$ cat config.mk
export PLATFORM = sky130hd
export DESIGN_NAME = yuv_box_average_to_rgb_core
export DESIGN_NICKNAME = d
export VERILOG_FILES = /design/src/hw/rtl/ybar_pkg.sv /design/src/hw/rtl/ybar_ctrl.sv /design/src/hw/rtl/ybar_dp.sv /design/src/hw/rtl/yuv_box_average_to_rgb_core.sv
export SDC_FILE = /design/constraint.sdc
export NUM_CORES = 1
export LEC_CHECK = 0
export ABC_AREA = 1
export BUFFER_PORTS_ARGS = -buffer_cell sky130_fd_sc_hd__buf_2
export CAP_MARGIN = 25
export CORE_MARGIN = 4
export CORE_UTILIZATION = 59
export CTS_CLUSTER_SIZE = 8
export DETAILED_ROUTE_END_ITERATION = 10
export PLACE_DENSITY = 0.79
export SYNTH_ARGS = -nofsm -noshare
export SYNTH_HDL_FRONTEND = slang
export SYNTH_SLANG_ARGS = --single-unit
$ cat constraint.sdc
create_clock -name clk_i -period 8.8 [get_ports clk_i]
set_clock_uncertainty 0.15 [all_clocks]
set_input_delay 0.88 -clock clk_i [delete_from_list [all_inputs] [get_ports clk_i]]
set_output_delay 0.88 -clock clk_i [all_outputs]
set_load 0.05 [all_outputs]
$ cat src/hw/rtl/ybar_pkg.sv
// Package: payload types, coefficient table and shared constants.
`default_nettype none
package ybar_pkg;

  localparam int unsigned MaxBoxSamplesDef = 256;
  localparam logic [13:0] HeightSplit = 14'd576;

  typedef struct packed {
    logic [7:0] luma;
    logic [7:0] chroma_blue;
    logic [7:0] chroma_red;
    logic       box_end;
  } in_item_t;

  typedef struct packed {
    logic [7:0] red;
    logic [7:0] green;
    logic [7:0] blue;
    logic       box_overflow;
  } out_item_t;

  typedef enum logic [1:0] {
    CfgColorSpace = 2'd0,
    CfgFullRange  = 2'd1,
    CfgJpeg       = 2'd2,
    CfgHeight     = 2'd3
  } cfg_idx_e;

  typedef enum logic [1:0] {
    CsBt709 = 2'd0,
    CsBt601 = 2'd1
  } cs_e;

  typedef struct packed {
    logic [4:0]         y_off;
    logic [9:0]         y_gain;
    logic signed [10:0] r_cr;
    logic signed [10:0] g_cb;
    logic signed [10:0] g_cr;
    logic signed [10:0] b_cb;
  } coef_t;

  // order: 601 limited, 709 limited, 601 full, 709 full
  function automatic coef_t coef_lookup(input logic [1:0] sel);
    coef_t c;
    unique case (sel)
      2'd0: c = '{5'd16, 10'd298, 11'sd409, -11'sd100, -11'sd208, 11'sd516};
      2'd1: c = '{5'd16, 10'd298, 11'sd459, -11'sd55, -11'sd136, 11'sd541};
      2'd2: c = '{5'd0, 10'd256, 11'sd359, -11'sd88, -11'sd183, 11'sd454};
      default: c = '{5'd0, 10'd256, 11'sd403, -11'sd48, -11'sd120, 11'sd475};
    endcase
    return c;
  endfunction

  // controller -> datapath
  typedef struct packed {
    logic acc_en;   // accumulate the input item
    logic div_start;
    logic div_step;
    logic conv;     // form products
    logic sum;      // add and clamp into output register
  } dp_cmd_t;

  typedef struct packed {
    logic div_done;
  } dp_sts_t;

endpackage
`default_nettype wire

$ cat src/hw/rtl/ybar_ctrl.sv
// Controller: sequences accumulate, divide, convert and output handoff.
`default_nettype none
module ybar_ctrl import ybar_pkg::*; (
  input  wire logic    clk_i,
  input  wire logic    rst_ni,
  input  wire logic    in_valid_i,
  output logic         in_ready_o,
  input  wire logic    box_end_i,
  output logic         out_valid_o,
  input  wire logic    out_ready_i,
  output dp_cmd_t      cmd_o,
  input  wire dp_sts_t sts_i
);

  typedef enum logic [3:0] {
    StAcc  = 4'b0001,
    StDiv  = 4'b0010,
    StConv = 4'b0100,
    StSum  = 4'b1000
  } state_e;

  state_e state_q, state_d;
  logic   ovalid_q, ovalid_d;
  logic   acc;

  assign in_ready_o  = (state_q == StAcc);
  assign acc         = in_valid_i && in_ready_o;
  assign out_valid_o = ovalid_q;

  always_comb begin
    state_d  = state_q;
    ovalid_d = ovalid_q && !out_ready_i;
    cmd_o    = '0;
    unique case (state_q)
      StAcc: begin
        cmd_o.acc_en = acc;
        if (acc && box_end_i) begin
          cmd_o.div_start = 1'b1;
          state_d = StDiv;
        end
      end
      StDiv: begin
        cmd_o.div_step = 1'b1;
        if (sts_i.div_done) state_d = StConv;
      end
      StConv: begin
        cmd_o.conv = 1'b1;
        state_d = StSum;
      end
      StSum: begin
        if (!ovalid_d) begin
          cmd_o.sum = 1'b1;
          ovalid_d  = 1'b1;
          state_d   = StAcc;
        end
      end
      default: state_d = StAcc;
    endcase
  end

  always_ff @(posedge clk_i or negedge rst_ni) begin
    if (!rst_ni) begin
      state_q  <= StAcc;
      ovalid_q <= 1'b0;
    end else begin
      state_q  <= state_d;
      ovalid_q <= ovalid_d;
    end
  end

  a_no_accept_busy: assert property (@(posedge clk_i) disable iff (!rst_ni)
    state_q != StAcc |-> !in_ready_o) else $error("ready while busy");
  a_sum_free: assert property (@(posedge clk_i) disable iff (!rst_ni)
    cmd_o.sum |=> out_valid_o) else $error("result lost");
  a_div_follows: assert property (@(posedge clk_i) disable iff (!rst_ni)
    cmd_o.div_start |=> state_q == StDiv) else $error("divide not entered");

endmodule
`default_nettype wire

$ cat src/hw/rtl/ybar_dp.sv
// Datapath: box sums, serial divider, coefficient products, clamp.
`default_nettype none
module ybar_dp import ybar_pkg::*; #(
  parameter int unsigned MaxBoxSamples = MaxBoxSamplesDef
) (
  input  wire logic     clk_i,
  input  wire logic     rst_ni,
  input  wire in_item_t in_i,
  input  wire logic [1:0] coef_sel_i,
  input  wire dp_cmd_t  cmd_i,
  output dp_sts_t       sts_o,
  output out_item_t     out_o
);

  localparam int unsigned CntW = $clog2(MaxBoxSamples + 1);
  localparam int unsigned SumW = 8 + CntW;
  localparam int unsigned StW  = $clog2(SumW + 1);

  logic [SumW-1:0] ys_q, bs_q, rs_q;
  logic [CntW-1:0] cnt_q;
  logic            drop_q;
  logic            full;

  assign full = (cnt_q == CntW'(MaxBoxSamples));

  always_ff @(posedge clk_i or negedge rst_ni) begin
    if (!rst_ni) begin
      ys_q <= '0; bs_q <= '0; rs_q <= '0; cnt_q <= '0; drop_q <= 1'b0;
    end else if (cmd_i.sum) begin
      ys_q <= '0; bs_q <= '0; rs_q <= '0; cnt_q <= '0; drop_q <= 1'b0;
    end else if (cmd_i.acc_en) begin
      if (full) drop_q <= 1'b1;
      else begin
        ys_q  <= ys_q + SumW'(in_i.luma);
        bs_q  <= bs_q + SumW'(in_i.chroma_blue);
        rs_q  <= rs_q + SumW'(in_i.chroma_red);
        cnt_q <= cnt_q + 1'b1;
      end
    end
  end

  // restoring divider, three lanes, one quotient bit per cycle
  logic [SumW-1:0] qy_q, qb_q, qr_q;
  logic [CntW:0]   py_q, pb_q, pr_q;
  logic [StW-1:0]  step_q;
  logic [CntW-1:0] div_n;
  logic [CntW:0]   ty, tb, tr;
  logic            cy, cb, cr;

  assign div_n = (cnt_q == '0) ? CntW'(1) : cnt_q;
  assign ty = {py_q[CntW-1:0], qy_q[SumW-1]};
  assign tb = {pb_q[CntW-1:0], qb_q[SumW-1]};
  assign tr = {pr_q[CntW-1:0], qr_q[SumW-1]};
  assign cy = (ty >= {1'b0, div_n});
  assign cb = (tb >= {1'b0, div_n});
  assign cr = (tr >= {1'b0, div_n});
  assign sts_o.div_done = (step_q == StW'(1));

  always_ff @(posedge clk_i) begin
    if (cmd_i.div_start) begin
      qy_q <= full ? ys_q : ys_q + SumW'(in_i.luma);
      qb_q <= full ? bs_q : bs_q + SumW'(in_i.chroma_blue);
      qr_q <= full ? rs_q : rs_q + SumW'(in_i.chroma_red);
      py_q <= '0; pb_q <= '0; pr_q <= '0;
      step_q <= StW'(SumW);
    end else if (cmd_i.div_step) begin
      py_q <= cy ? ty - {1'b0, div_n} : ty;
      pb_q <= cb ? tb - {1'b0, div_n} : tb;
      pr_q <= cr ? tr - {1'b0, div_n} : tr;
      qy_q <= {qy_q[SumW-2:0], cy};
      qb_q <= {qb_q[SumW-2:0], cb};
      qr_q <= {qr_q[SumW-2:0], cr};
      step_q <= step_q - 1'b1;
    end
  end

  // averages fit 8 bits; products registered before the sum stage
  coef_t c;
  logic signed [9:0]  y9, u9, v9;
  logic signed [20:0] yy_q, rv_q, gu_q, gv_q, bu_q;
  logic drop_lat_q;
  assign c  = coef_lookup(coef_sel_i);
  assign y9 = $signed({2'b0, qy_q[7:0]}) - $signed({5'b0, c.y_off});
  assign u9 = $signed({2'b0, qb_q[7:0]}) - 10'sd128;
  assign v9 = $signed({2'b0, qr_q[7:0]}) - 10'sd128;

  always_ff @(posedge clk_i) begin
    if (cmd_i.conv) begin
      yy_q <= 21'(y9) * 21'($signed({1'b0, c.y_gain})) + 21'sd128;
      rv_q <= 21'(v9) * 21'(c.r_cr);
      gu_q <= 21'(u9) * 21'(c.g_cb);
      gv_q <= 21'(v9) * 21'(c.g_cr);
      bu_q <= 21'(u9) * 21'(c.b_cb);
      drop_lat_q <= drop_q;
    end
  end

  function automatic logic [7:0] to_byte(input logic signed [21:0] t);
    if (t < 0) return 8'd0;
    if (t[21:8] > 14'd255) return 8'd255;
    return t[15:8];
  endfunction

  logic signed [21:0] rt, gt, bt;
  assign rt = 22'(yy_q) + 22'(rv_q);
  assign gt = 22'(yy_q) + 22'(gu_q) + 22'(gv_q);
  assign bt = 22'(yy_q) + 22'(bu_q);

  always_ff @(posedge clk_i) begin
    if (cmd_i.sum) begin
      out_o.red          <= to_byte(rt);
      out_o.green        <= to_byte(gt);
      out_o.blue         <= to_byte(bt);
      out_o.box_overflow <= drop_lat_q;
    end
  end

  a_cnt_cap: assert property (@(posedge clk_i) disable iff (!rst_ni)
    cnt_q <= CntW'(MaxBoxSamples)) else $error("count over capacity");
  a_drop_full: assert property (@(posedge clk_i) disable iff (!rst_ni)
    $rose(drop_q) |-> $past(full)) else $error("drop without full box");
  a_clear: assert property (@(posedge clk_i) disable iff (!rst_ni)
    cmd_i.sum |=> cnt_q == '0) else $error("box not cleared");

endmodule
`default_nettype wire

$ cat src/hw/rtl/yuv_box_average_to_rgb_core.sv
// Top level: config registers, controller and datapath.
// Throughput: one sample item per cycle inside a box; each box end then blocks
// input for the serial divide, one quotient bit per cycle, plus convert and the
// sum, which waits while the output register holds an unaccepted result.
// A result waits in the output register; the next box fills meanwhile.
// Reset (rst_ni low, async): sums, count, flags, state and config to defaults.
`default_nettype none
module yuv_box_average_to_rgb_core import ybar_pkg::*; #(
  parameter int unsigned MaxBoxSamples = MaxBoxSamplesDef
) (
  input  wire logic        clk_i,
  input  wire logic        rst_ni,
  input  wire logic        in_valid_i,
  output logic             in_ready_o,
  input  wire in_item_t    in_data_i,
  output logic             out_valid_o,
  input  wire logic        out_ready_i,
  output out_item_t        out_data_o,
  input  wire logic        cfg_we_i,
  input  wire logic [1:0]  cfg_idx_i,
  input  wire logic [13:0] cfg_data_i
);

  logic [1:0]  cs_q;
  logic        fr_q, jp_q;
  logic [13:0] h_q;

  always_ff @(posedge clk_i or negedge rst_ni) begin
    if (!rst_ni) begin
      cs_q <= 2'd2; fr_q <= 1'b0; jp_q <= 1'b0; h_q <= 14'd1;
    end else if (cfg_we_i) begin
      unique case (cfg_idx_e'(cfg_idx_i))
        CfgColorSpace: cs_q <= cfg_data_i[1:0];
        CfgFullRange:  fr_q <= cfg_data_i[0];
        CfgJpeg:       jp_q <= cfg_data_i[0];
        CfgHeight:     h_q  <= cfg_data_i;
        default: ;
      endcase
    end
  end

  logic bt709;
  logic [1:0] sel;
  always_comb begin
    priority if (cs_q == CsBt709) bt709 = 1'b1;
    else if (cs_q == CsBt601) bt709 = 1'b0;
    else bt709 = (h_q > HeightSplit);
  end
  assign sel = {fr_q | jp_q, bt709};

  dp_cmd_t cmd;
  dp_sts_t sts;

  ybar_ctrl u_ctrl (
    .clk_i, .rst_ni, .in_valid_i, .in_ready_o,
    .box_end_i(in_data_i.box_end), .out_valid_o, .out_ready_i,
    .cmd_o(cmd), .sts_i(sts)
  );

  ybar_dp #(.MaxBoxSamples(MaxBoxSamples)) u_dp (
    .clk_i, .rst_ni, .in_i(in_data_i), .coef_sel_i(sel),
    .cmd_i(cmd), .sts_o(sts), .out_o(out_data_o)
  );

endmodule
`default_nettype wire

==> results.md, run 1 <==
- The horizontal extent of the die is 233 µm.
- In this run, distinct cell masters in the synthesized netlist total 61.
- The number of warnings reported in the yosys synthesis log is 0.
- The first global-routing pass estimated roughly 120000 µm of wire.
- Setup repair after global routing left no endpoint under its margin.
- The largest single stage delay on the critical path is 710 ps.
- The post-synthesis compound-gate area fraction is 8.34%.
- The floorplan has 82 rows.
- The repair_antennas step left the layout with diodes totalling 0.
- The die is roughly 230 µm tall.
- The worst setup path is captured at a flip-flop.
- After synthesis, the largest family of logic cells by area is adder cells.
- The type of the worst setup path is flip-flop to flip-flop.
- The via count of the first global-routing pass is about 23k.
- The adder and majority cell fraction of the synthesized area is 32.5%.
- In this run the remaining antenna-violating nets after routing total 0.
- The summed instance area of the synthesized netlist is 0.0300 mm².
- The maximum clock rate is 0.135 GHz.
- The total clock buffers created by CTS is 43.
- The post-synthesis net count is 4259.
- The worst path uses 84.2% of the clock period.
- Among all flip-flop cells after synthesis, the most frequent one is edfxtp_1.
- The synthesized design contains approximately 180 enable-type register cells.
- After Yosys synthesis, XOR and XNOR cells account for 4.38% of the synthesized area.
- The count of pins over their slew limit is 0.
- The data arrival at the endpoint of the critical path is 7570 ps.
- Among all stages on the critical path, the largest delay is contributed by ha_1.
- The final count of hold timing violations is 0.
- Counting every instance in the synthesized netlist gives approximately 3.6k.
- The worst register-to-register path has a setup slack of 1390 ps.
- Of the cells placed in the final design, the portion with a size suffix greater than 1 is 5.05%.
- Summing the areas of all and, or, nand and nor instances in the mapped netlist gives a little under a fifth of the synthesized area.
- The register area share after synthesis is 26.7%.
- The most repeated library cell on the critical path is nand2_1.
- Detailed routing inserted a total of ~23k vias.
- The starting utilization of the core area is 59.7%.
- The data required time of the critical path is 8960 ps.
- After synthesis, the share of flip-flops with an asynchronous set or reset is 28.9%.
- The average instance area after synthesis is 8.36 µm².
- The clock passes through at most 3 buffers.
- The routed design could run at a clock period as short as 7410 ps.
- The run finished with clean final reports.
- In this run the critical register-to-register path is captured at u_dp.gu_q[17].
- The routed length per placed instance is 15.9 µm.
- The post-route setup TNS is 0 ps.
- For the worst flop-to-flop path, the logic depth is 28.
- The count of final setup violators is 0.
- The die covers 0.0545 mm².
- The post-cts resize count is 0.
- The slew at the pin closest to its max-slew limit is 863 ps.
- The total number of nets in the final design is approximately 4.3k.
- The count of input and output buffers is 72.
- 73 I/O pins were placed.
- Summed over all layers, the global routing overflow is 0.
- The DRC violation total after the first TritonRoute iteration is 1683.
- Before antenna repair, the detailed router went through 6 iterations.
- The maximum level of the CTS H-tree is 2.
- The CTS tree is yes.
- In the layout the commonest cells are nand2_1, inv_1, ha_1, nor2_1, fa_1.
- After floorplanning, the core was sized to cover ~0.05 mm².
- The number of buffers inserted to repair setup after CTS is 0.
- The startpoint class of the critical path is a flip-flop.
- The final wirelength is just under 70000 µm.
- The number of register bits inferred by synthesis is 291.
- Clock tree synthesis selected as its root buffer the cell clkbuf_16.
- The most common cell after layout, fill and taps aside is nand2_1.
- Detailed placement finished with a half-perimeter wire length of ~55000 µm.
- The tool flagged a number of max-cap violations equal to 0.
- Fill cells in the final layout number 4096.
- At the end of routability-driven placement, the weighted congestion stood at 0.945.
- After clock tree synthesis, the flow added hold-fix buffers numbering 0.
- After detailed routing, the number of vias per cell comes to 5.37.
- The maximum number of pins on one net before global-route repair is 92.
- The area growth from synthesis to final layout is 7.78%.
- The later-pin clock latency in the skew report is 580 ps.
- The total DRC errors in the routed layout is 0.
- After clock tree synthesis, the clock-pin slew on the worst setup and hold paths is 60 ps.
- The combined global-route utilization of all metal layers is 26.2%.
- Along the worst path, the maximum fanout reaches 17.
- The number of antenna violations at the first check in global routing was 0.
- The launch point of the worst reg-to-reg path is h_q[3].
- The tightest slew margin relative to the limit is between 40% and 50%.
- The share of cell area taken by muxes after synthesis is 0.451%.
- Clock tree synthesis found a total of 291 sinks.
- The worst min-delay path category is input pin to async pin.
[per-layer routing]
layer	global-route usage, %	wire length [µm]	up-vias
met5	0	0	-
met4	10.0	2810	0
met3	4.95	4720	164
met2	42.5	31600	772
met1	35.0	30100	10800
li1	-	-	11600
[worst max-delay path by stage]
stage / start / endpoint / slack, ps / cells after the start
2_1_floorplan: u_ctrl.state_q[1] / u_ctrl.state_q[3] / 540 / 4
6_report: h_q[3] / u_dp.gu_q[17] / 1390 / 28
5_1_grt: h_q[3] / u_dp.gu_q[17] / 940 / 28
4_1_cts: h_q[3] / u_dp.gu_q[17] / 1470 / 28
3_5_place_dp: h_q[3] / u_dp.gu_q[17] / 1590 / 28
3_3_place_gp: h_q[3] / u_dp.rv_q[17] / 1800 / 29
[worst max-delay path: cells and delay by family, from the launching register on]
| family | cells | cell delay, ps |
|---|---|---|
| DFF | 1 | 380 |
| AOI/OAI and AO/OA | 6 | 1290 |
| adders and majority gates | 7 | 3290 |
| xor gates and xnor gates | 1 | 160 |
| and+or+nand+nor | 8 | 800 |
| buffers and inverters | 6 | 1060 |
[flip-flops by register name, summed over array words and instances (netlist names), 9 cells and up]
register    count
u_dp.qy_q      17
u_dp.pr_q       9
u_dp.bu_q      19
u_dp.rs_q      17
u_dp.bs_q      17
u_dp.gv_q      20
u_dp.ys_q      17
u_dp.rv_q      19
h_q            14
u_dp.yy_q      20
u_dp.pb_q       9
u_dp.qb_q      17
u_dp.out_o     25
u_dp.qr_q      17
u_dp.py_q       9
u_dp.cnt_q      9
u_dp.gu_q      20
[stage by stage]
stage | std cells | cell area [µm²] | hold slack, ps | util, % | setup WS (ps)
2_1_floorplan | 3583 | 30000 | 250 | - | 536
3_3_place_gp | 4284 | 31000 | 268 | 61.7 | 1800
3_5_place_dp | 4284 | 31000 | 268 | 61.7 | 1590
4_1_cts | 4352 | 32200 | 48.2 | 64.3 | 1470
5_1_grt | 4354 | 32300 | 78.5 | 64.4 | 945
6_report | 4354 | 32300 | 58.6 | 64.4 | 1390
[cells by family (layout without fill, tap and decap cells)]
family / count (synthesis) / count (layout)
and+or+nand+nor: 1311 / 1311
buffers and inverters: 735 / 834
adders and majority gates: 630 / 630
AOI/OAI and AO/OA: 453 / 453
DFF: 291 / 291
xor gates and xnor gates: 149 / 149
muxes: 12 / 12
other: 2 / 2
[Yosys cell counts, drive strengths merged, types with 5 or more instances]
library cell  instances  area share [%]
dfxtp                32             2.1
a21o                  9            0.23
mux2                 12            0.45
nand3b                9            0.23
o21bai               23            0.58
xnor2                47             1.4
nand3               140             2.4
o21ai               192             3.2
clkbuf               26            0.33
fa                  247              17
ha                  383              16
inv                 679             8.5
o211ai               15            0.38
edfxtp              175              18
buf                  26            0.58
a211oi                5            0.13
nor3                 49            0.87
a21oi               172             2.9
nand2               802              10
nor2                266             3.5
o31ai                 7            0.18
xor2                102             3.0
or2                   6            0.13
nand4                29            0.61
o22ai                 8            0.17
dfrtp                81             6.8
[area by class of cell]
cell class	instances	area [µm²]	share of cell area, %
clock buffer	63	1180	3.66
clock inverter	5	88.8	0.275
inverter	683	2570	7.96
multi-input combinational	2557	19100	59.2
sequential	291	8000	24.8
tap	672	841	2.60
timing repair buffer	83	478	1.48
Power of run 1 is not shown: default switching activity piles up to over one toggle a cycle in this logic, so the estimate is an artifact.
==> run 2, diff against run 1 <==
CORE_UTILIZATION = 60   (was 59)
PLACE_DENSITY = 0.77   (was 0.79)
clock period = 7.18 ns   (was 8.8 ns; I/O delays follow)
==> results.md, run 2 (synthesis gave the netlist of run 1 again) <==
- The placed instances occupy a cell area of 0.0310 mm².
- For this run the aggregate overflow at the end of global routing stands at 0.
- The CTS tree is yes.
- From bottom edge to top edge, the die measures 231 µm.
- The run finished with clean final reports.
- The data arrival at the endpoint of the critical path is a little under 7000 ps.
- The tightest hold path in the finished design has a slack of a little over 200 ps.
- The final critical delay including setup and external delays is 6630 ps.
- The routed design has slightly below 70000 µm of wire.
- The sequential standard cell area is roughly 0.008 mm².
- The later pin in the worst-skew pair is clocked with a latency of 590 ps.
- The number of antenna violations at the first check in global routing came to 0.
- The total number of nets in the final design is 4340.
- The via count of the first global-routing pass came to between 20k and 25k.
- The finished layout cell area is between 0.03 and 0.04 mm².
- The tightest slew margin relative to the limit is between 30% and 40%.
- The worst setup path is captured at a flip-flop.
- The initialized floorplan defines 81 standard-cell rows.
- The type of the worst setup path is flip-flop to flip-flop.
- The total DRC errors in the routed layout is 0.
- The sink count of the clock tree is slightly below 300.
- The met1 routed wirelength after detailed routing is 30700 µm.
- The post-route setup TNS is 0 ps.
- The top metal layer carrying routed signals is met4.
- The wire-length estimate of the detail-placed layout is 55200 µm.
- The area growth from synthesis to final layout is 7.76%.
- Global routing used 26.2% of the available tracks.
- Entering global routing, the biggest net connects 86 pins.
- The final count of hold timing violations is 0.
- Clock-pin slew was measured on the worst setup and hold paths at 50 ps.
- Using the TritonRoute via totals, the vias-per-cell ratio works out to 5.36.
- The first global-routing pass estimated 114000 µm of wire.
- The core region is around 0.049 mm².
- The root cell of the clock tree is clkbuf_16.
- Of all nets on the critical path, the largest fanout is 12.
- The register with the most flip-flops in the layout has 25 of them.
- In the final layout, the share of cells above drive strength 1 is under 10%.
- The clock passes through at most 3 buffers.
- Post-CTS timing repair inserted 0 buffers for setup.
- Setup repair after global routing left no endpoint under its margin.
- The routed length on met3 is 3810 µm.
- In this run the tool buffered the top-level ports with slightly above 70 buffer cells.
- The number of clock buffers added by TritonCTS is 43.
- Setup violations remaining at the end of the flow were counted as 0.
- The register with the most flip-flops in the final layout is u_dp.out_o.
- The floorplan step defined a die boundary enclosing 0.0536 mm².
- For the worst setup path, the data required time is 7330 ps.
- The initial utilization of the core area, before any placement, comes to 61.0%.
- The routability congestion estimate from global placement is 0.963.
- The startpoint class of the critical path is a flip-flop.
- The worst hold path belongs to the class input pin to flip-flop.
- The count of pins over their slew limit is 0.
- The multi-input combinational cells in the finished layout cover a total of around 0.019 mm².
- After detailed routing, the average wire length per cell comes to roughly 16 µm.
- Derived from the worst setup path, the maximum achievable clock frequency is 0.151 GHz.
- The final core utilization is 65.7%.
- The number of ports placed on the die boundary is 73.
- The final critical path takes up 92.4% of the cycle.
- The maximum level of the CTS H-tree is 2.
- The slew at the pin closest to its max-slew limit is slightly above 900 ps.
- Fill cells in the final layout number 4077.
- In the detailed route, the total length drawn on met2 is 31700 µm.
- Once detail routing completed, the nets flagged for antenna violations numbered 0.
- The routed layout has 23.3k vias.
- The most common cell after layout, fill and taps aside is nand2_1.
- Measured along the x axis, the die boundary spans 231 µm.
- The tool flagged a number of max-cap violations equal to 0.
- The DRC violation total after the first TritonRoute iteration is 1527.
- In the layout the commonest cells are nand2_1, inv_1, ha_1, nor2_1, fa_1.
- The count of inserted antenna diode cells is 0.
- The length of the first detailed-routing pass in iterations is 6.
==> run 2: stage by stage <==
stage	std cells	setup WS, ps
2_1_floorplan	3583	994
3_3_place_gp	4281	568
3_5_place_dp	4281	402
4_1_cts	4350	363
5_1_grt	4351	66.6
6_report	4351	546
==> run 2: layer usage <==
layer | global-route usage, % | vias up
met2 | 42.9 | 661
met5 | 0 | -
li1 | - | 11600
met3 | 4.26 | 133
met1 | 35.3 | 10900
met4 | 10.1 | 0
==> run 2: repair_timing <==
| item | CTS | global route |
|---|---|---|
| hold buffers | 1 | 0 |
| endpoints found under the setup margin | 0 | 2 |
| gates resized for setup | 0 | 3 |
| hold endpoints to repair | 23 | 0 |
==> run 2: area by class of cell <==
cell class              instances  area share, %
inverters                     683           7.97
repair buffers                 88           1.54
flip-flops and latches        291           24.8
well taps                     664           2.57
multi-input cells            2557           59.3
clock buffers                  61           3.54
clock inverters                 7          0.306
==> run 2: critical path, stage by stage, from the launching register on <==
cell and delay, ps:
dfrtp_1 370, nor2_1 110, nand2_1 60, o31ai_1 180
nand2_1 80, nand2_1 60, nand3_1 60, nand2_1 180
inv_1 140, ha_1 490, buf_4 260, nand2_1 120
fa_1 490, inv_1 50, fa_1 460, fa_1 490
inv_1 50, fa_1 490, fa_1 510, inv_1 40
ha_1 340, inv_1 50, o21ai_0 120, o21ai_0 220
o31ai_1 400, a21oi_1 120, o21bai_1 170, xor2_1 80
==> run 2: final timing paths <==
path / slack, ps / start / end / cells after the start
worst max-delay path: 550 / h_q[3] / u_dp.gv_q[16] / 27
worst min-delay path: 200 / out_ready_i / u_ctrl.out_valid_o / 2
worst max register to register: 550 / h_q[3] / u_dp.gv_q[16] / 27
worst min register to register: 290 / u_dp.drop_lat_q / u_dp.out_o[0] / 0
max in group asynchronous: 5310 / rst_ni / u_dp.bs_q[7] / 3
min in group asynchronous: 460 / rst_ni / u_dp.ys_q[7] / 2
Power of run 2 is left out for the same reason.
==> run 3, diff against run 2 <==
CORE_ASPECT_RATIO = 1.2   (was not set)
SYNTH_HIERARCHICAL = 1   (was not set)
==> results.md, run 3 <==
- The area of the die is 0.0536 mm².
- In this run the register-to-register setup slack is approximately 310 ps.
- In this run, placement finished with an instance count of 4234.
- The total DRC errors in the routed layout is 0.
- More flip-flops sit in one register than any other, and that register is u_dp/out_o.
- The data arrival at the endpoint of the critical path is 7040 ps.
- The routed length per placed instance is about 16 µm.
- The type of the worst setup path is flip-flop to flip-flop.
- By area the synthesized netlist is led by edfxtp_1, fa_1, ha_1.
- The flow ran to the end, and the final reports show no timing, DRC or antenna violations.
- The layer with the highest usage after global routing is met2.
- The synthesized netlist cell count is 3559.
- After synthesis the cells add up to 0.0299 mm².
- The count of pins over their slew limit came to 0.
- The root cell of the clock tree is clkbuf_16.
- At the later pin of the worst-skew pair, clock insertion delay measures 570 ps.
- The Yosys step of the flow raised 6 warnings.
- The final count of hold timing violations is 0.
- For the worst flop-to-flop path, the logic depth is 27.
- The register with the most flip-flops in the layout has 25 of them.
- The maximum level of the CTS H-tree is 2.
- Routability-driven placement finished with a final weighted congestion of 0.989.
- Leaving out fill and tap cells, the most frequent cells in the layout are nand2_1, inv_1, ha_1, fa_1, nor2_1.
- Headroom to the max-slew limit came out at 30.4%.
- In this run the post-CTS setup repair buffer count came out at 0.
- The fraction of synthesized cell area taken by the top area cell type is 17.5%.
- The share of synthesized registers carrying an async set or reset is about 29%.
- The count of inserted antenna diode cells is 0.
- Setup repair after global routing left no endpoint under its margin.
- The average instance area after synthesis is 8.41 µm².
- STA puts the critical path data required time at 7350 ps.
- The via count of the first global-routing pass is 23.2k.
- After routing, the total negative slack on setup checks comes to 0 ps.
- Entering global routing, the biggest net connects a little under 90 pins.
- The DRC violation total after the first TritonRoute iteration is around 1.5k.
- After detailed routing, the number of vias per cell comes to 5.42.
- In this run, distinct cell masters in the synthesized netlist total 58.
- The worst setup path is launched from a flip-flop.
- The first-pass GRT wire length is 116000 µm.
- The starting utilization of the core area is between 60% and 70%.
- The floorplan step defined a core boundary enclosing 0.0493 mm².
- The final critical path takes up between 90% and 100% of the cycle.
- The worst hold path begins at out_ready_i.
- The largest total area in the synthesized netlist belongs to edfxtp_1.
- TritonCTS built the clock tree.
- The final wirelength is 71000 µm.
- The critical register-to-register path endpoint is u_dp/rv_q[17].
- Max-cap violations in this run came to 0.
- The area growth from synthesis to final layout is 8.07%.
- After clock tree synthesis, the clock-pin slew on the worst setup and hold paths is ~60 ps.
- In this run, synthesis produced a sequential element count of 291.
- The met2 track demand over resource in global routing is 45.7%.
- The met3 usage in global routing is 3.64%.
- The wire-length estimate of the detail-placed layout is 56500 µm.
- The most common cell after layout, fill and taps aside is nand2_1.
- The number of antenna-violating nets in the routed design is 0.
- The sink count of the clock tree is 291.
- The dominant cell by count in the synthesized netlist is nand2_1.
- The synthesized design contains about 180 enable-type register cells.
- The path with the worst hold slack has its endpoint at u_ctrl/out_valid_o.
- Setup violations remaining at the end of the flow were counted as 0.
- The post-route netlist has 6.89% of its cells at a drive strength greater than 1.
- The biggest fanout along the worst timing path is 13.
- The height of the chip is 253 µm.
- 73 I/O pins were placed.
- The final-layout fill cell count is around 4.1k.
- The length of the first detailed-routing pass in iterations is 8.
- The count of input and output buffers is 72.
- The worst register-to-register path begins at h_q[13].
- The worst hold path stage count is 2.
- In this run the core area contains 89 standard-cell rows.
- STA classifies the critical path endpoint as a flip-flop.
- Global routing used between 30% and 40% of the available met1 tracks.
- The number of antenna violations at the first check in global routing came to 0.
- The final standard cell count with taps included and fillers excluded is 4310.
- The total via count after detailed routing is 23.3k.
- After synthesis, the most frequently instantiated cells are nand2_1, inv_1, ha_1.
- The total clock buffers created by CTS is 43.
- The maximum number of buffers from clock root to sink is 3.
- The post-synthesis net count is 4239.
- The routed design could run at a clock period as short as 6870 ps.
- In this run the worst hold path is classified as input pin to flip-flop.
- The combined global-route utilization of all metal layers is 26.9%.
- The dominant synthesized flop cell is edfxtp_1.
- The final layout contains about 4.3k nets.
- The remaining global-route overflow is 0.
- Of the synthesized area, sequential elements account for 26.7%.
- The maximum clock rate is 0.146 GHz.
- The horizontal extent of the die is 212 µm.
- The slew at the pin closest to its max-slew limit is 1040 ps.
[run 3: cell types whose count changed after synthesis, sizes merged, moves of 4 or more]
cell / previous run / this run
clkbuf: 26 / 42
nor3: 49 / 35
inv: 679 / 668
buf: 26 / 16
o211ai: 15 / 7
a31oi: 4 / 10
o21ai: 192 / 198
o22ai: 8 / 14
xor2: 102 / 96
nor2: 266 / 262
o2111ai: 4 / 0
o221ai: 4 / 0
[run 3: timing repair]
action / in CTS / in global routing
hold buffers: 1 / 0
setup endpoints to repair: 0 / 7
gates resized for setup: 0 / 2
hold endpoints to repair: 21 / 0
[run 3: how the worst max path moves through the flow]
stage,from,to,slack (ps)
finish,h_q[13],u_dp/rv_q[17],310
global route,h_q[13],u_dp/rv_q[17],8
CTS,h_q[13],u_dp/rv_q[17],200
detailed placement,h_q[13],u_dp/rv_q[17],200
global placement,h_q[13],u_dp/rv_q[17],300
floorplan,h_q[13],u_dp/yy_q[17],590
[run 3: logic make-up (layout without fill, tap and decap cells)]
kind of cell             count (synthesis)  after routing  synth area share, %
multiplexers                             9              9                0.338
AO/OA/AOI/OAI                          461            461                 8.53
XOR/XNOR                               145            145                 4.24
AND/OR/NAND/NOR                       1287           1287                 18.1
adder cells (fa/ha/maj)                634            634                 32.7
flip-flops                             291            291                 26.7
other                                    2              2               0.0251
buffers and inverters                  730            844                 9.32
[run 3: per-stage QoR]
step	hold WS [ps]	util, %	setup slack (ps)	area [µm²]
2_1_floorplan	250	-	588	29900
5_1_grt	216	65.6	8.27	32400
3_3_place_gp	260	62.9	303	31000
3_5_place_dp	268	63.0	197	31100
4_1_cts	194	65.5	203	32300
6_report	222	65.6	314	32400
[run 3: layout make-up]
| type | instances | area, µm² | area share (%) |
|---|---|---|---|
| Clock buffer | 69 | 1200 | 3.72 |
| Clock inverter | 5 | 63.8 | 0.197 |
| Inverter | 672 | 2520 | 7.80 |
| Multi-Input combinational cell | 2538 | 19200 | 59.2 |
| Sequential cell | 291 | 8000 | 24.7 |
| Tap cell | 637 | 797 | 2.46 |
| Timing Repair Buffer | 98 | 601 | 1.86 |
[run 3: worst max-delay path: stages, from the launching register on]
cell and delay, ps:
dfrtp_1 360, or2_2 300, nor2_1 110, nand2_1 60, nand3_1 60, nand2_1 160, buf_4 240, ha_1 210
o21ai_2 260, buf_4 260, nor2_1 120, fa_1 510, inv_1 40, fa_1 470, inv_1 50, fa_1 500
fa_1 540, inv_1 50, fa_1 490, inv_1 40, ha_1 340, a21oi_1 150, nand2_1 100, a21oi_1 290
o21ai_1 140, a21boi_0 320, o21ai_1 120, xor2_1 150
[run 3: per-layer routing]
layer  vias to the layer above  wire length, µm
li1                      11500                -
met1                     10900            29100
met2                       683            34300
met3                       177             3720
met4                         0             3900
met5                         -                0
Power of run 3 is left out for the same reason.
